### config.mk
export PLATFORM = sky130hd
export DESIGN_NAME = pdp_fire_scale
export DESIGN_NICKNAME = d
export VERILOG_FILES = /design/src/rtl/core/pdp_pkg.sv /design/src/rtl/core/pdp_fire_scale.sv
export SDC_FILE = /design/constraint.sdc
export NUM_CORES = 1
export LEC_CHECK = 0
export ABC_CLOCK_PERIOD_IN_PS = 2700
export BUFFER_PORTS_ARGS = -buffer_cell sky130_fd_sc_hd__buf_2
export CORE_MARGIN = 2
export CORE_UTILIZATION = 56
export DETAILED_ROUTE_END_ITERATION = 10
export PLACE_DENSITY = 0.82
export SYNTH_ARGS = -nofsm -noshare
export SYNTH_HDL_FRONTEND = slang
export SYNTH_SLANG_ARGS = --single-unit
### constraint.sdc
create_clock -name clk -period 2.7 [get_ports clk]
set_input_delay 0.54 -clock clk [delete_from_list [all_inputs] [get_ports clk]]
set_output_delay 0.54 -clock clk [all_outputs]
set_load 0.01 [all_outputs]
### src/rtl/core/pdp_pkg.sv
// shared types and constants of the phase dimmer playback unit
`timescale 1ns / 1ps
`default_nettype none

package pdp_pkg;

    // sizing
    localparam int CHANNELS  = 8;
    localparam int SAMPLES   = 4096;
    localparam int LEVEL_FS  = 255;

    // field widths
    localparam int MODE_W    = 3;
    localparam int CH_W      = 3;
    localparam int IDX_W     = 12;
    localparam int LVL_W     = 8;
    localparam int PLAY_W    = 2;
    localparam int POS_W     = 12;
    localparam int PHASE_W   = 16;
    localparam int SCNT_W    = 13;

    // port widths
    localparam int CFG_IDX_W  = 2;
    localparam int CFG_DATA_W = 13;
    localparam int IN_BITS    = CH_W + IDX_W + LVL_W;
    localparam int IN_DATA_W  = ((IN_BITS + 7) / 8) * 8;
    localparam int OUT_BITS   = CHANNELS + PLAY_W + POS_W + PHASE_W;
    localparam int OUT_DATA_W = ((OUT_BITS + 7) / 8) * 8;

    // table memory
    localparam int SMP_W     = $clog2(SAMPLES);
    localparam int MEM_AW    = CH_W + SMP_W;
    localparam int MEM_DEPTH = CHANNELS * SAMPLES;
    localparam int CNT_W     = $clog2(CHANNELS + 1);

    // limits
    localparam logic [POS_W-1:0]   POS_MAX   = {POS_W{1'b1}};
    localparam logic [PHASE_W-1:0] PHASE_MAX = {PHASE_W{1'b1}};
    localparam logic [LVL_W-1:0]   LEVEL_FS_L = LVL_W'(LEVEL_FS);

    // divide by full scale through a reciprocal
    localparam int PROD_W    = 2 * LVL_W;
    localparam int RECIP_SH  = 24;
    localparam int RECIP     = (1 << RECIP_SH) / LEVEL_FS + 1;
    localparam int RECIP_W   = $clog2(RECIP + 1);
    localparam int SCALED_W  = PROD_W + RECIP_W;

    // configuration register indexes
    localparam logic [CFG_IDX_W-1:0] CFG_SAMPLE_COUNT = 2'd0;
    localparam logic [CFG_IDX_W-1:0] CFG_FIRE_LO      = 2'd1;
    localparam logic [CFG_IDX_W-1:0] CFG_FIRE_HI      = 2'd2;

    typedef enum logic [MODE_W-1:0] {
        MODE_PHASE = 3'd0,
        MODE_SYNC  = 3'd1,
        MODE_MS    = 3'd2,
        MODE_LOAD  = 3'd3,
        MODE_PLAY  = 3'd4,
        MODE_PAUSE = 3'd5,
        MODE_STOP  = 3'd6
    } mode_t;

    typedef enum logic [PLAY_W-1:0] {
        PLAY_STOPPED = 2'd0,
        PLAY_RUNNING = 2'd1,
        PLAY_PAUSED  = 2'd2
    } play_t;

    typedef enum logic [1:0] {
        ST_IDLE,
        ST_EXEC,
        ST_SWEEP,
        ST_DONE
    } fsm_t;

    typedef struct packed {
        logic             vld;
        logic [CH_W-1:0]  ch;
        logic [LVL_W-1:0] level;
    } scale_req_t;

    typedef struct packed {
        logic             vld;
        logic [CH_W-1:0]  ch;
        logic [LVL_W-1:0] quot;
    } scale_rsp_t;

endpackage

`default_nettype wire

### src/rtl/core/pdp_fire_scale.sv
// level to fire offset pipeline: (full scale - level) * span / full scale
`timescale 1ns / 1ps
`default_nettype none

module pdp_fire_scale (
    input  logic                          clk,
    input  logic                          rst_n,
    input  pdp_pkg::scale_req_t           req,
    input  logic [pdp_pkg::LVL_W-1:0]     span,
    output pdp_pkg::scale_rsp_t           rsp,
    output logic                          busy
);
    import pdp_pkg::*;

    logic [LVL_W-1:0]    lvl_clamped;
    logic [PROD_W-1:0]   prod_next;
    logic [SCALED_W-1:0] scaled;

    logic                s1_vld_reg;
    logic [CH_W-1:0]     s1_ch_reg;
    logic [PROD_W-1:0]   s1_prod_reg;
    logic                s2_vld_reg;
    logic [CH_W-1:0]     s2_ch_reg;
    logic [LVL_W-1:0]    s2_quot_reg;

    always_comb
    begin
        lvl_clamped = (req.level > LEVEL_FS_L) ? LEVEL_FS_L : req.level;
        prod_next   = PROD_W'(LEVEL_FS_L - lvl_clamped) * PROD_W'(span);
        scaled      = SCALED_W'(s1_prod_reg) * SCALED_W'(RECIP);
    end

    always_ff @(posedge clk or negedge rst_n)
    begin
        if (!rst_n)
        begin
            s1_vld_reg <= 1'b0;
            s2_vld_reg <= 1'b0;
        end
        else
        begin
            s1_vld_reg <= req.vld;
            s2_vld_reg <= s1_vld_reg;
        end
    end

    always_ff @(posedge clk)
    begin
        s1_ch_reg   <= req.ch;
        s1_prod_reg <= prod_next;
        s2_ch_reg   <= s1_ch_reg;
        s2_quot_reg <= scaled[RECIP_SH +: LVL_W];
    end

    assign rsp.vld  = s2_vld_reg;
    assign rsp.ch   = s2_ch_reg;
    assign rsp.quot = s2_quot_reg;
    assign busy     = s1_vld_reg | s2_vld_reg;

endmodule

`default_nettype wire

==> results, run 1 <==
- The flow ran to the end, but the final reports show violations.
- The checks that failed: negative setup slack.
- Port buffering added 34 buffers.
- The count of TritonRoute iterations in the first routing pass is 6.
- The cell count after synthesis came out at 415.
- The max-capacitance violation count is 0.
- The share of async-settable or async-resettable flops after synthesis is 6.250%.
- The worst setup timing slack at the placement stage is -1.450 ns.
- The peak supply drop is 0.7042 mV.
- The floorplan step set the die width to 89.33 um.
- Clock-pin slew was measured on the worst setup and hold paths at 0.07 ns.
- The initial cell density of the core is around 57%.
- For the worst setup path, the data arrival time is between 4 and 5 ns.
- The wire length of the first global-routing pass is 18490 um.
- The flip-flop cell with the highest count after synthesis is dfxtp_1.
- The commonest cells after synthesis are ha_1 (102), inv_1 (71), nor2b_1 (45).
- In the routed design, unresolved DRC markers number 0.
- Clock skew on the completed layout was measured at ~0.0054 ns.
- The post-detailed-route wirelength per cell is ~21 um.
- Setup violations remaining at the end of the flow were counted as 18.
- The class of the tightest hold or removal check is in2async.
- The die covers about 0.008 mm^2.
- After synthesis the cells add up to ~0.0041 mm^2.
- The chip height is 89.33 um.
- Across every metal layer, demand over resource in global routing totals 31.44%.
- The most frequent cell after synthesis is ha_1.
- The static leakage is about 2.8 nW.
- Setup repair after global routing could not meet its margin everywhere.
- In the finished design, the share of the clock period the worst path needs comes to 142.6%.
- The site row count is 31.
- The total number of nets in the final design is 697.
- The cell at the root of the clock tree is clkbuf_8.
- The max-slew violation count came to 0.
- The I/O pin count is 35.
- The synthesized design contains 32 register bits.
- The count of flip-flops with a built-in enable after synthesis is 0.
- The count of nets left with antenna violations once routing finished came out at 0.
- The pin count of the biggest net entering global routing is 12.
- Derived from the worst setup path, the maximum achievable clock frequency is 259.8 MHz.
- Routability-driven placement finished with a final weighted congestion of 0.8640.
- TritonCTS built the clock tree.
- Ranked by total cell area, the synthesized netlist is headed by ha_1 (31%), fa_1 (18%), dfxtp_1 (15%).
- After synthesis, the netlist uses 42 different library cells.
- The area overhead of the layout relative to synthesis is 47.32%.
- The smallest clock period supported by the final layout is computed as 3.850 ns.
- Summing the sequential cell areas from Yosys gives between 10% and 20% of the chip area.
- The core region area is 0.007137 mm^2.
- 0 antenna diodes ended up in the layout.
- For this design the ratio of total power to cell area is between 1000 and 1500 mW/mm^2.
- The max-slew headroom at the worst pin is 60.38%.
- Hold repair after CTS inserted 0 buffers.
- After synthesis, the largest area contributor takes up 31.30% of total cell area.
- STA classifies the critical path startpoint as an input pin.
- Dividing the detail-routed via count by the number of cells gives 5.594.
- The number of flip-flops in the largest register is 16.
- The clock sink total is 32.
- The DRC marker count from the first detailed-route iteration is 120.
- The largest total area in the synthesized netlist belongs to ha_1.
- The worst setup path is captured at a flop.
- Clock latency on the worst-skew pair, taken at its later pin, is between 0.2 and 0.3 ns.
- The design draws approximately 7.6 mW.
- The mean cell area of the mapped netlist is about 9.8 um^2.
- The via count of the first global-routing pass came to 3872.
- The overall via count from detail_route is 3558.
- The HPWL after detailed placement is 7440 um.
- The total count of hold-check failures in the final report came to 0.
- The net count after synthesis is 576.
- The transition time of the tightest slew-check pin is 0.5881 ns.
- For the worst setup path, the data required time is 2.93 ns.
- The maximum level of the CTS H-tree is 2.
- Cells with a size suffix above 1 make up 47.11% of the layout.
- The Yosys step of the flow raised 0 warnings.
- Buffers inserted during clock tree synthesis total 5.
- The clock passes through at most 2 buffers.
- The setup path with the least slack is of type in2reg.
- The routed design has 13190 um of wire.
- The number of antenna violations at the first check in global routing is 0.
- The final worst setup slack is -1.150 ns.
- The maximum net fanout on the critical path is 7.
- For this run the aggregate overflow at the end of global routing stands at 0.
-- cell families (layout without fill, tap and decap cells) --
logic type | count (synthesis) | after routing | share of synthesized area, %
fa+ha+maj | 139 | 139 | 49.46
simple gates | 113 | 113 | 16.17
flops | 32 | 32 | 15.96
buf+inv | 73 | 195 | 6.812
xor+xnor | 17 | 17 | 3.651
compound gates | 41 | 41 | 7.947
-- final timing paths --
path / startpoint / endpoint / cells past startpoint / slack, ns
worst max-delay path: req[4] / s1_prod_reg[14] / 16 / -1.15
worst min-delay path: rst_n / s2_vld_reg / 1 / 0.02
worst max register to register: s1_prod_reg[15] / s2_quot_reg[3] / 12 / -0.26
worst min register to register: s1_ch_reg[2] / s2_ch_reg[2] / 0 / 0.33
max in group asynchronous: rst_n / s1_vld_reg / 1 / 2.59
min in group clk: s1_ch_reg[2] / s2_ch_reg[2] / 0 / 0.33
-- metal layers --
| layer | vias up | part of all wire, % | global-route usage (%) | wire [um] |
|---|---|---|---|---|
| li1 | 1620 | - | - | - |
| met2 | 142 | 54 | 61.08 | 7126 |
| met5 | - | 0 | 0 | 0 |
| met4 | 0 | 6.6 | 17.91 | 868 |
| met3 | 66 | 4.6 | 5.448 | 609 |
| met1 | 1730 | 35 | 30.85 | 4590 |
-- stage by stage --
| stage | setup TNS [ns] | hold WS (ns) | area [um^2] | util, % | std cells |
|---|---|---|---|---|---|
| global placement | -14.01 | 0.3119 | 5020 | 70.34 | 606 |
| finish | -10.90 | 0.01531 | 6007 | 84.17 | 636 |
| global route | -12.50 | 0.01190 | 6007 | 84.17 | 636 |
| detailed placement | -15.31 | 0.3175 | 5020 | 70.34 | 606 |
| floorplan | -9.294 | 0.2444 | 4290 | - | 415 |
| CTS | -9.767 | 0.01651 | 5708 | 79.98 | 634 |
-- repair_timing --
| action | 4_1_cts | 5_1_grt |
|---|---|---|
| pin swaps | 38 | 51 |
| setup buffers | 20 | 12 |
| gates cloned | 0 | 0 |
| endpoints found under the setup margin | 19 | 19 |
| resized for setup | 80 | 57 |
-- report_power, final --
part	internal [mW]	switching, mW	total (mW)	leakage, nW
clock network	0.180	0.178	0.358	0.0412
registers	0.681	0.131	0.812	0.277
logic	3.32	3.13	6.45	2.51
-- placed cells by master (no fill, tap or decap), types with 3 or more instances in the layout --
| cell | netlist | final |
|---|---|---|
| a21o_1 | 4 | 4 |
| a21oi_1 | 13 | 8 |
| a21oi_2 | 5 | 6 |
| a21oi_4 | 0 | 4 |
| buf_12 | 0 | 3 |
| buf_2 | 0 | 22 |
| buf_4 | 1 | 77 |
| buf_6 | 0 | 10 |
| buf_8 | 0 | 3 |
| clkbuf_8 | 0 | 5 |
| dfxtp_1 | 30 | 19 |
| dfxtp_2 | 0 | 10 |
| fa_1 | 37 | 33 |
| fa_2 | 0 | 4 |
| ha_1 | 102 | 56 |
| ha_2 | 0 | 3 |
| ha_4 | 0 | 43 |
| inv_1 | 71 | 55 |
| inv_2 | 1 | 17 |
| nand2_1 | 11 | 8 |
| nand2_2 | 2 | 3 |
| nand2b_1 | 22 | 13 |
| nand2b_4 | 0 | 9 |
| nand3_1 | 5 | 4 |
| nand4_1 | 7 | 7 |
| nor2_1 | 8 | 6 |
| nor2b_1 | 45 | 36 |
| nor2b_2 | 0 | 4 |
| nor2b_4 | 0 | 5 |
| xnor2_1 | 13 | 12 |
| xor2_1 | 4 | 4 |
-- area by class of cell --
type | instances | area (um^2)
multi-input combinational | 310 | 3955
fill | 351 | 1130
timing repair buffer | 115 | 905.9
sequential | 32 | 666.9
inverter | 72 | 270.3
tap | 99 | 123.9
clock buffer | 6 | 72.57
clock inverter | 2 | 12.51
-- worst max-delay path, stage by stage --
cell and delay, ns:
buf_12 0.11, nand2b_4 0.13, fa_1 0.53, inv_1 0.05, fa_1 0.48, ha_4 0.29, inv_2 0.04, fa_1 0.49
inv_2 0.06, ha_4 0.24, nor2b_4 0.13, o21ai_4 0.14, a21o_1 0.19, a31oi_4 0.10, or4_1 0.47, nand4_1 0.08
No activity file was read; power rests on OpenSTA's default activity.
==> run 2: changes to the inputs <==
--- a/config.mk
+++ b/config.mk
@@ -5,12 +5,12 @@
 export SDC_FILE = /design/constraint.sdc
 export NUM_CORES = 1
 export LEC_CHECK = 0
-export ABC_CLOCK_PERIOD_IN_PS = 2700
+export ABC_CLOCK_PERIOD_IN_PS = 5000
 export BUFFER_PORTS_ARGS = -buffer_cell sky130_fd_sc_hd__buf_2
 export CORE_MARGIN = 2
-export CORE_UTILIZATION = 56
+export CORE_UTILIZATION = 66
 export DETAILED_ROUTE_END_ITERATION = 10
-export PLACE_DENSITY = 0.82
+export PLACE_DENSITY = 0.87
 export SYNTH_ARGS = -nofsm -noshare
 export SYNTH_HDL_FRONTEND = slang
 export SYNTH_SLANG_ARGS = --single-unit
==> constraint.sdc (replaced) <==
create_clock -name clk -period 5 [get_ports clk]
set_input_delay 1 -clock clk [delete_from_list [all_inputs] [get_ports clk]]
set_output_delay 1 -clock clk [all_outputs]
set_load 0.01 [all_outputs]
==> results, run 2 (synthesized netlist as in run 1, its figures left out) <==
- The flow ran to the end, and the final reports show no timing, DRC or antenna violations.
- The worst setup timing slack at the placement stage came to 0.1647 ns (+1.615 ns).
- The post-route clock skew is 0.002343 ns (-0.003065 ns).
- The last weighted congestion value of the routability-driven placer is 0.8837 (+2.3%).
- The count of input and output buffers came to 34 (unchanged).
- The overall track demand over capacity in global routing is 24.22% (-7.2 points).
- The power share of the sequential group is 18.4% (+7.7 points).
- The achievable frequency is 221.2 MHz.
- The origin of the critical flop-to-flop path is s1_prod_reg[13].
- The peak supply drop is 0.5117 mV (-27%).
- The via density per instance is 5.475 (-2.1%).
- The switching component of the power is 1.145 mW (-67%).
- The antenna diode instance count is 0 (unchanged).
- The min-delay analysis places its worst path in the category reg2reg.
- The combinational cell fraction of total power is 73.5% (-11 points).
- The pin count of the biggest net entering global routing is 12 (unchanged).
- The number of flip-flops in the largest register was 16 (unchanged).
- The post-layout instance area is 0.004422 mm^2 (-26%).
- The final antenna-violating net count is 0 (unchanged).
- The number of fillers in the final layout was 433 (+23%).
- The setup total negative slack is 0 ns (+10.90 ns).
- The initial cell density of the core was 68.47% (+11 points).
- The data arrival at the endpoint of the critical path is 4.74 ns (+0.66 ns).
- The post-detailed-route wirelength per cell is 14.27 um (-31%).
- The setup violation total in the final timing report is 0 (-18).
- The CTS buffer count is 5 (unchanged).
- The slack of the worst reg-to-reg path is 1.82 ns (+2.08 ns).
- The maximum level of the CTS H-tree is 2 (unchanged).
- The worst-skew pair later-pin latency is 0.28 ns (about the same).
- The area overhead of the layout relative to synthesis is 8.438%.
- The number of instances resized during post-cts repair is 0 (-100%).
- The chip height was 82.60 um (-7.5%).
- In the layout the commonest cells are ha_1 (102), inv_1 (71), nor2b_1 (45).
- The clock-pin slew on the worst setup and hold paths is 0.07 ns (about the same).
- The period utilization is 90.44%.
- The worst setup path is launched from an input pin.
- The number of setup buffers added after CTS is 0 (-100%).
- The clock network fraction of total power came to 8.1% (+3.4 points).
- The total of hold buffers inserted after clock tree synthesis is 0 (unchanged).
- The source of the worst hold timing path is s1_ch_reg[0].
- The wire length of the first global-routing pass is 12770 um (-31%).
- The post-layout minimum cycle time is 4.522 ns.
- The total count of hold-check failures in the final report is 0 (unchanged).
- The element type at the critical path end is a flop.
- The fraction of met2 tracks used by global routing is 47.18% (-14 points).
- The overall power is 2.349 mW (-69%).
- CTS placed an instance of clkbuf_8 at the clock tree root.
- The internal power of the cells is 1.204 mW (-71%).
- The end point of the worst hold path is s2_ch_reg[0].
- The worst hold slack across all endpoints is 0.3273 ns (+0.3120 ns).
- The total number of nets in the final design is 616 (-12%).
- The global routing met1 resource utilization was 28.73% (-2.1 points).
- The max-slew headroom at the worst pin is 74.44% (+14 points).
- The aggregate routed wire length is 7580 um (-43%).
- The residual DRC count is 0 (unchanged).
- The path depth of the worst reg2reg path is 11 (-1).
- The data required time of the worst path came to 5.22 ns (+2.29 ns).
- The endpoint identified for the worst register-to-register timing path is s2_quot_reg[6].
- The global routing stage identified its most utilized layer as met2.
- The transition time of the tightest slew-check pin is 0.3794 ns (-0.2087 ns).
- The share of post-route cells with drive strength above 1 is 13.38% (-34 points).
- The clock sink total came to 32 (unchanged).
- The I/O pin count is 35 (unchanged).
- The max-slew violation count is 0 (unchanged).
- The HPWL after detailed placement is 6637 um (-11%).
- The static leakage is 2.344 nW (-17%).
- The number of stages on the worst hold path is 0.
- The number of antenna violations at the first check in global routing is 0 (unchanged).
- The number of buffers on the longest clock path is 2 (unchanged).
- The count of TritonRoute iterations in the first routing pass was 4 (-2).
- The DRC marker count from the first detailed-route iteration was 87 (-28%).
- The max-capacitance violation count is 0 (unchanged).
- The most critical setup path has its startpoint at req[3].
- The standard cell area after detailed placement is 0.004334 mm^2 (-14%).
- The library cell used most frequently in the layout, excluding fill and tap cells, is ha_1.
- The total global routing overflow came to 0 (unchanged).
- The net switching fraction of the power is 48.76% (+3.6 points).
- The power density relative to cell area is 531.3 mW/mm^2 (-58%).
- The via count of the first global-routing pass is 2937 (-24%).
- The kind of critical path is in2reg.
- The global routing usage on met3 is 1.630% (-3.8 points).
- The maximum net fanout on the critical path is 8 (+1).
- The width of the die was 82.60 um (-7.5%).
- The final worst setup slack came to 0.4782 ns (+1.628 ns).
- The core region area is 0.005956 mm^2 (-17%).
- The overall via count from detail_route was 2907 (-18%).
- TritonCTS built the clock tree.
- The die outline area was 0.006823 mm^2 (-15%).
- Setup repair after global routing left no endpoint under its margin.
- The site row count is 28 (-9.7%).
-- run 2: cell types whose count changed in the layout (fill, tap and decap cells not counted), moves of 12 or more --
cell / before / now
buf_2: 22 / 34
buf_4: 77 / 0
ha_1: 56 / 102
ha_4: 43 / 0
inv_1: 55 / 71
inv_2: 17 / 1
-- run 2: area by class of cell --
class / instances / area, um^2 / share of cell area [%]
multi-input combinational: 310 / 3149 / 71.22
sequential: 32 / 650.6 / 14.71
inverter: 72 / 270.3 / 6.112
timing repair buffer: 34 / 170.2 / 3.848
tap: 75 / 93.84 / 2.122
clock buffer: 5 / 68.82 / 1.556
clock inverter: 3 / 18.77 / 0.4244
-- run 2: worst max-delay path by stage --
| stage | endpoint | depth (start not counted) |
|---|---|---|
| floorplan | s1_prod_reg[13] | 12 |
| global placement | s1_prod_reg[13] | 13 |
| detailed placement | s1_prod_reg[13] | 16 |
| CTS | s1_prod_reg[13] | 16 |
| global route | s1_prod_reg[13] | 16 |
| finish | s1_prod_reg[13] | 16 |
-- run 2: per-layer routing --
| metal | wire length (um) | up-vias |
|---|---|---|
| met5 | 0 | - |
| met4 | 62 | 0 |
| met3 | 269 | 8 |
| met2 | 4037 | 67 |
| met1 | 3210 | 1381 |
| li1 | - | 1451 |
-- run 2: power groups by stage --
stage / combinational [mW] / clock (mW) / sequential, mW
4_1_cts: 1.73 / 0.194 / 0.433
3_5_place_dp: 1.69 / 0 / 0.437
2_1_floorplan: 1.28 / 0 / 0.427
6_report: 1.73 / 0.191 / 0.432
5_1_grt: 1.97 / 0.201 / 0.442
3_3_place_gp: 1.61 / 0 / 0.432
-- run 2: worst max-delay path, stage by stage --
cell      delay [ns]
buf_2           0.14
nand2b_1        0.17
fa_1            0.54
inv_1           0.05
fa_1            0.46
ha_1            0.29
inv_1           0.05
fa_1            0.58
inv_1           0.05
ha_1            0.28
a21o_1          0.19
a21oi_2         0.24
o211ai_1        0.17
a41o_1          0.24
a21oi_1         0.17
xnor2_1         0.13
-- run 2: metrics by stage --
| step | utilization (%) | cells |
|---|---|---|
| floorplan | - | 415 |
| global placement | 72.77 | 523 |
| detailed placement | 72.77 | 523 |
| CTS | 74.24 | 531 |
| global route | 74.24 | 531 |
| finish | 74.24 | 531 |
==> run 3: changes to the inputs <==
--- a/config.mk
+++ b/config.mk
@@ -5,12 +5,13 @@
 export SDC_FILE = /design/constraint.sdc
 export NUM_CORES = 1
 export LEC_CHECK = 0
+export ABC_AREA = 1
 export ABC_CLOCK_PERIOD_IN_PS = 5000
 export BUFFER_PORTS_ARGS = -buffer_cell sky130_fd_sc_hd__buf_2
 export CORE_MARGIN = 2
-export CORE_UTILIZATION = 66
+export CORE_UTILIZATION = 67
 export DETAILED_ROUTE_END_ITERATION = 10
-export PLACE_DENSITY = 0.87
+export PLACE_DENSITY = 0.88
 export SYNTH_ARGS = -nofsm -noshare
 export SYNTH_HDL_FRONTEND = slang
 export SYNTH_SLANG_ARGS = --single-unit
==> results, run 3 <==
- The flow ran to the end, and the final reports show no timing, DRC or antenna violations.
- The sequential area share after synthesis is 14.79% (-1.2 points).
- Compared with the post-synthesis result, the final layout area differs by 7.933%.
- The share of async-settable or async-resettable flops after synthesis is 6.250% (unchanged).
- The number of fillers in the final layout is 489 (+13%).
- The worst-skew pair later-pin latency came to 0.29 ns (about the same).
- TritonCTS built the clock tree.
- In this run the clock root is driven by a clkbuf_8.
- The standard cell area after detailed placement is 0.004656 mm^2 (+7.4%).
- The number of instances resized during post-cts repair came to 0 (unchanged).
- The width of the die is 85.04 um (+3.0%).
- The simple-gate area share of the yosys netlist was 20.67% (+4.5 points).
- The DRC marker count from the first detailed-route iteration came to 102 (+17%).
- The overall power is 2.782 mW (+18%).
- The compound-gate portion of the synthesized area was 6.085% (-1.9 points).
- The final worst setup slack is 0.5726 ns (+0.09444 ns).
- The period utilization is 88.55% (-1.9 points).
- The adder and majority cell fraction of the synthesized area is 45.83% (-3.6 points).
- By area the synthesized netlist is led by ha_1 (29%), fa_1 (17%), dfxtp_1 (14%).
- The clock sink total came to 32 (unchanged).
- The HPWL after detailed placement is 8634 um (+30%).
- The max-slew violation count came to 0 (unchanged).
- The post-detailed-route wirelength per cell came to 14.55 um (+2.0%).
- The critical path launch point type is an input pin.
- The total count of hold-check failures in the final report was 0 (unchanged).
- The power density relative to cell area was 585.7 mW/mm^2 (+10%).
- The top cell type by total area after synthesis is ha_1.
- The achievable frequency is 225.9 MHz (+2.1%).
- The synthesis warning total is 0 (unchanged).
- By count the netlist is led by inv_1 (117), nand2_1 (108), ha_1 (102).
- STA classifies the critical path endpoint as a flop.
- The residual DRC count came to 0 (unchanged).
- The dominant combinational cell family by area after synthesis is adder cells.
- The net count after synthesis was 727 (+26%).
- The overall track demand over capacity in global routing was 29.66% (+5.4 points).
- The count of distinct cell types in the synthesized netlist is 30 (-29%).
- The overall via count from detail_route came to 3804 (+31%).
- The data required time of the worst path is 5.17 ns (-0.05 ns).
- The share of post-route cells with drive strength above 1 is 9.076% (-4.3 points).
- The pin count of the biggest net entering global routing is 11 (-1).
- The site row count is 29 (+3.6%).
- The number of setup buffers added after CTS came to 0 (unchanged).
- The post-route clock skew was 0.007214 ns (+0.004871 ns).
- The antenna diode instance count is 0 (unchanged).
- The setup total negative slack is 0 ns (unchanged).
- The area fraction of the dominant cell type after synthesis is 29.00% (-2.3 points).
- Among all flip-flop cells after synthesis, the most frequent one is dfxtp_1.
- The maximum net fanout on the critical path is 5 (-3).
- The max-capacitance violation count is 0 (unchanged).
- The peak supply drop is 0.5692 mV (+11%).
- The count of TritonRoute iterations in the first routing pass is 5 (+1).
- The chip height is 85.04 um (+3.0%).
- The kind of critical path is in2reg.
- The placed cell count was 675 (+29%).
- The total number of nets in the final design is 766 (+24%).
- The post-synthesis instance area is 0.004400 mm^2 (+7.9%).
- The tightest min-delay check is of the reg2reg type.
- The CTS buffer count came to 5 (unchanged).
- The post-layout minimum cycle time came to 4.427 ns (-0.09444 ns).
- The data arrival at the endpoint of the critical path is 4.60 ns (-0.14 ns).
- The xor-xnor portion of the synthesized cell area is 2.388% (-1.3 points).
- The max-slew headroom at the worst pin is 72.53% (-1.9 points).
- The total of hold buffers inserted after clock tree synthesis is 0 (unchanged).
- The mean cell area of the mapped netlist is 7.775 um^2 (-21%).
- The aggregate routed wire length was 9940 um (+31%).
- The maximum level of the CTS H-tree was 2 (unchanged).
- The number of buffers on the longest clock path was 2 (unchanged).
- The I/O pin count is 35 (unchanged).
- The wire length of the first global-routing pass is 17260 um (+35%).
- The transition time of the tightest slew-check pin came to 0.4115 ns (+0.03214 ns).
- The setup violation total in the final timing report is 0 (unchanged).
- The die outline area is 0.007232 mm^2 (+6.0%).
- The count of flip-flops with a built-in enable after synthesis is 0 (unchanged).
- The clock-pin slew on the worst setup and hold paths is 0.06 ns (about the same).
- The total global routing overflow is 0 (unchanged).
- The worst setup timing slack at the placement stage was 0.2872 ns (+0.1224 ns).
- The number of antenna violations at the first check in global routing came to 0 (unchanged).
- The utilization after layout is 74.80% (+0.55 points).
- The via density per instance came to 5.570 (+1.7%).
- The worst hold slack across all endpoints is 0.3343 ns (+0.006932 ns).
- The final antenna-violating net count came to 0 (unchanged).
- Setup repair after global routing left no endpoint under its margin.
- The core region area is 0.006350 mm^2 (+6.6%).
- The initial cell density of the core is 69.30% (+0.83 points).
- The static leakage came to 2.821 nW (+20%).
- The count of input and output buffers came to 34 (unchanged).
- The last weighted congestion value of the routability-driven placer was 0.9741 (+10%).
- The top cell types in the final layout, fill and taps aside, are inv_1 (117), nand2_1 (108), ha_1 (102).
- The number of synthesized register bits came to 32 (unchanged).
- The multiplexer share of the synthesized area is 0% (unchanged).
- The leading cell type in the layout, fill and taps excluded is inv_1.
- The most frequent cell after synthesis is inv_1.
- The count of non-filler cells in the finished layout is 683 (+29%).
- The number of flip-flops in the largest register is 16 (unchanged).
- The gate count of the mapped netlist is 566 (+36%).
- The via count of the first global-routing pass came to 4102 (+40%).
- The post-layout instance area was 0.004750 mm^2 (+7.4%).
-- run 3: critical path, cell delays in order --
cell and delay [ns]:
buf_2 0.12, inv_1 0.12, nor2_1 0.08, fa_1 0.55, inv_1 0.07, fa_1 0.48, fa_1 0.52, fa_1 0.54
inv_1 0.04, ha_1 0.34, a21oi_1 0.18, o21bai_1 0.10, a21oi_1 0.21, o21ai_1 0.10, xor2_1 0.15
-- run 3: logic make-up after synthesis --
family	count (synthesis)
flops	32
simple gates	216
buf+inv	119
xor+xnor	12
compound gates	48
fa+ha+maj	139
-- run 3: routing by layer --
layer	routed length, um	part of all wire, %	global-route usage [%]	vias up
met3	504	5.1	3.307	59
li1	-	-	-	1863
met5	0	0	0	-
met4	674	6.8	18.47	0
met2	5042	51	56.32	173
met1	3718	37	30.62	1709
-- run 3: worst paths after layout --
kind,to,depth (start not counted),slack [ns],from
max,s1_prod_reg[13],15,0.57,span[5]
min,s2_ch_reg[0],0,0.33,s1_ch_reg[0]
max reg2reg,s2_quot_reg[3],15,1.92,s1_prod_reg[13]
min reg2reg,s2_ch_reg[0],0,0.33,s1_ch_reg[0]
max in group asynchronous,s2_vld_reg,1,4.42,rst_n
min in group asynchronous,s1_vld_reg,1,0.49,rst_n
-- run 3: layout make-up --
type	instances	area (um^2)	area share (%)
clock buffers	7	86.33	1.818
clock inverters	1	7.507	0.1581
inverters	117	439.2	9.247
multi-input cells	415	3299	69.47
flip-flops and latches	32	650.6	13.70
well taps	77	96.34	2.028
repair buffers	34	170.2	3.583
-- run 3: where the power goes --
group	leakage, nW	internal (mW)	switching, mW
combinational	2.50	0.797	1.33
clock	0.0445	0.112	0.0994
sequential	0.276	0.356	0.0852
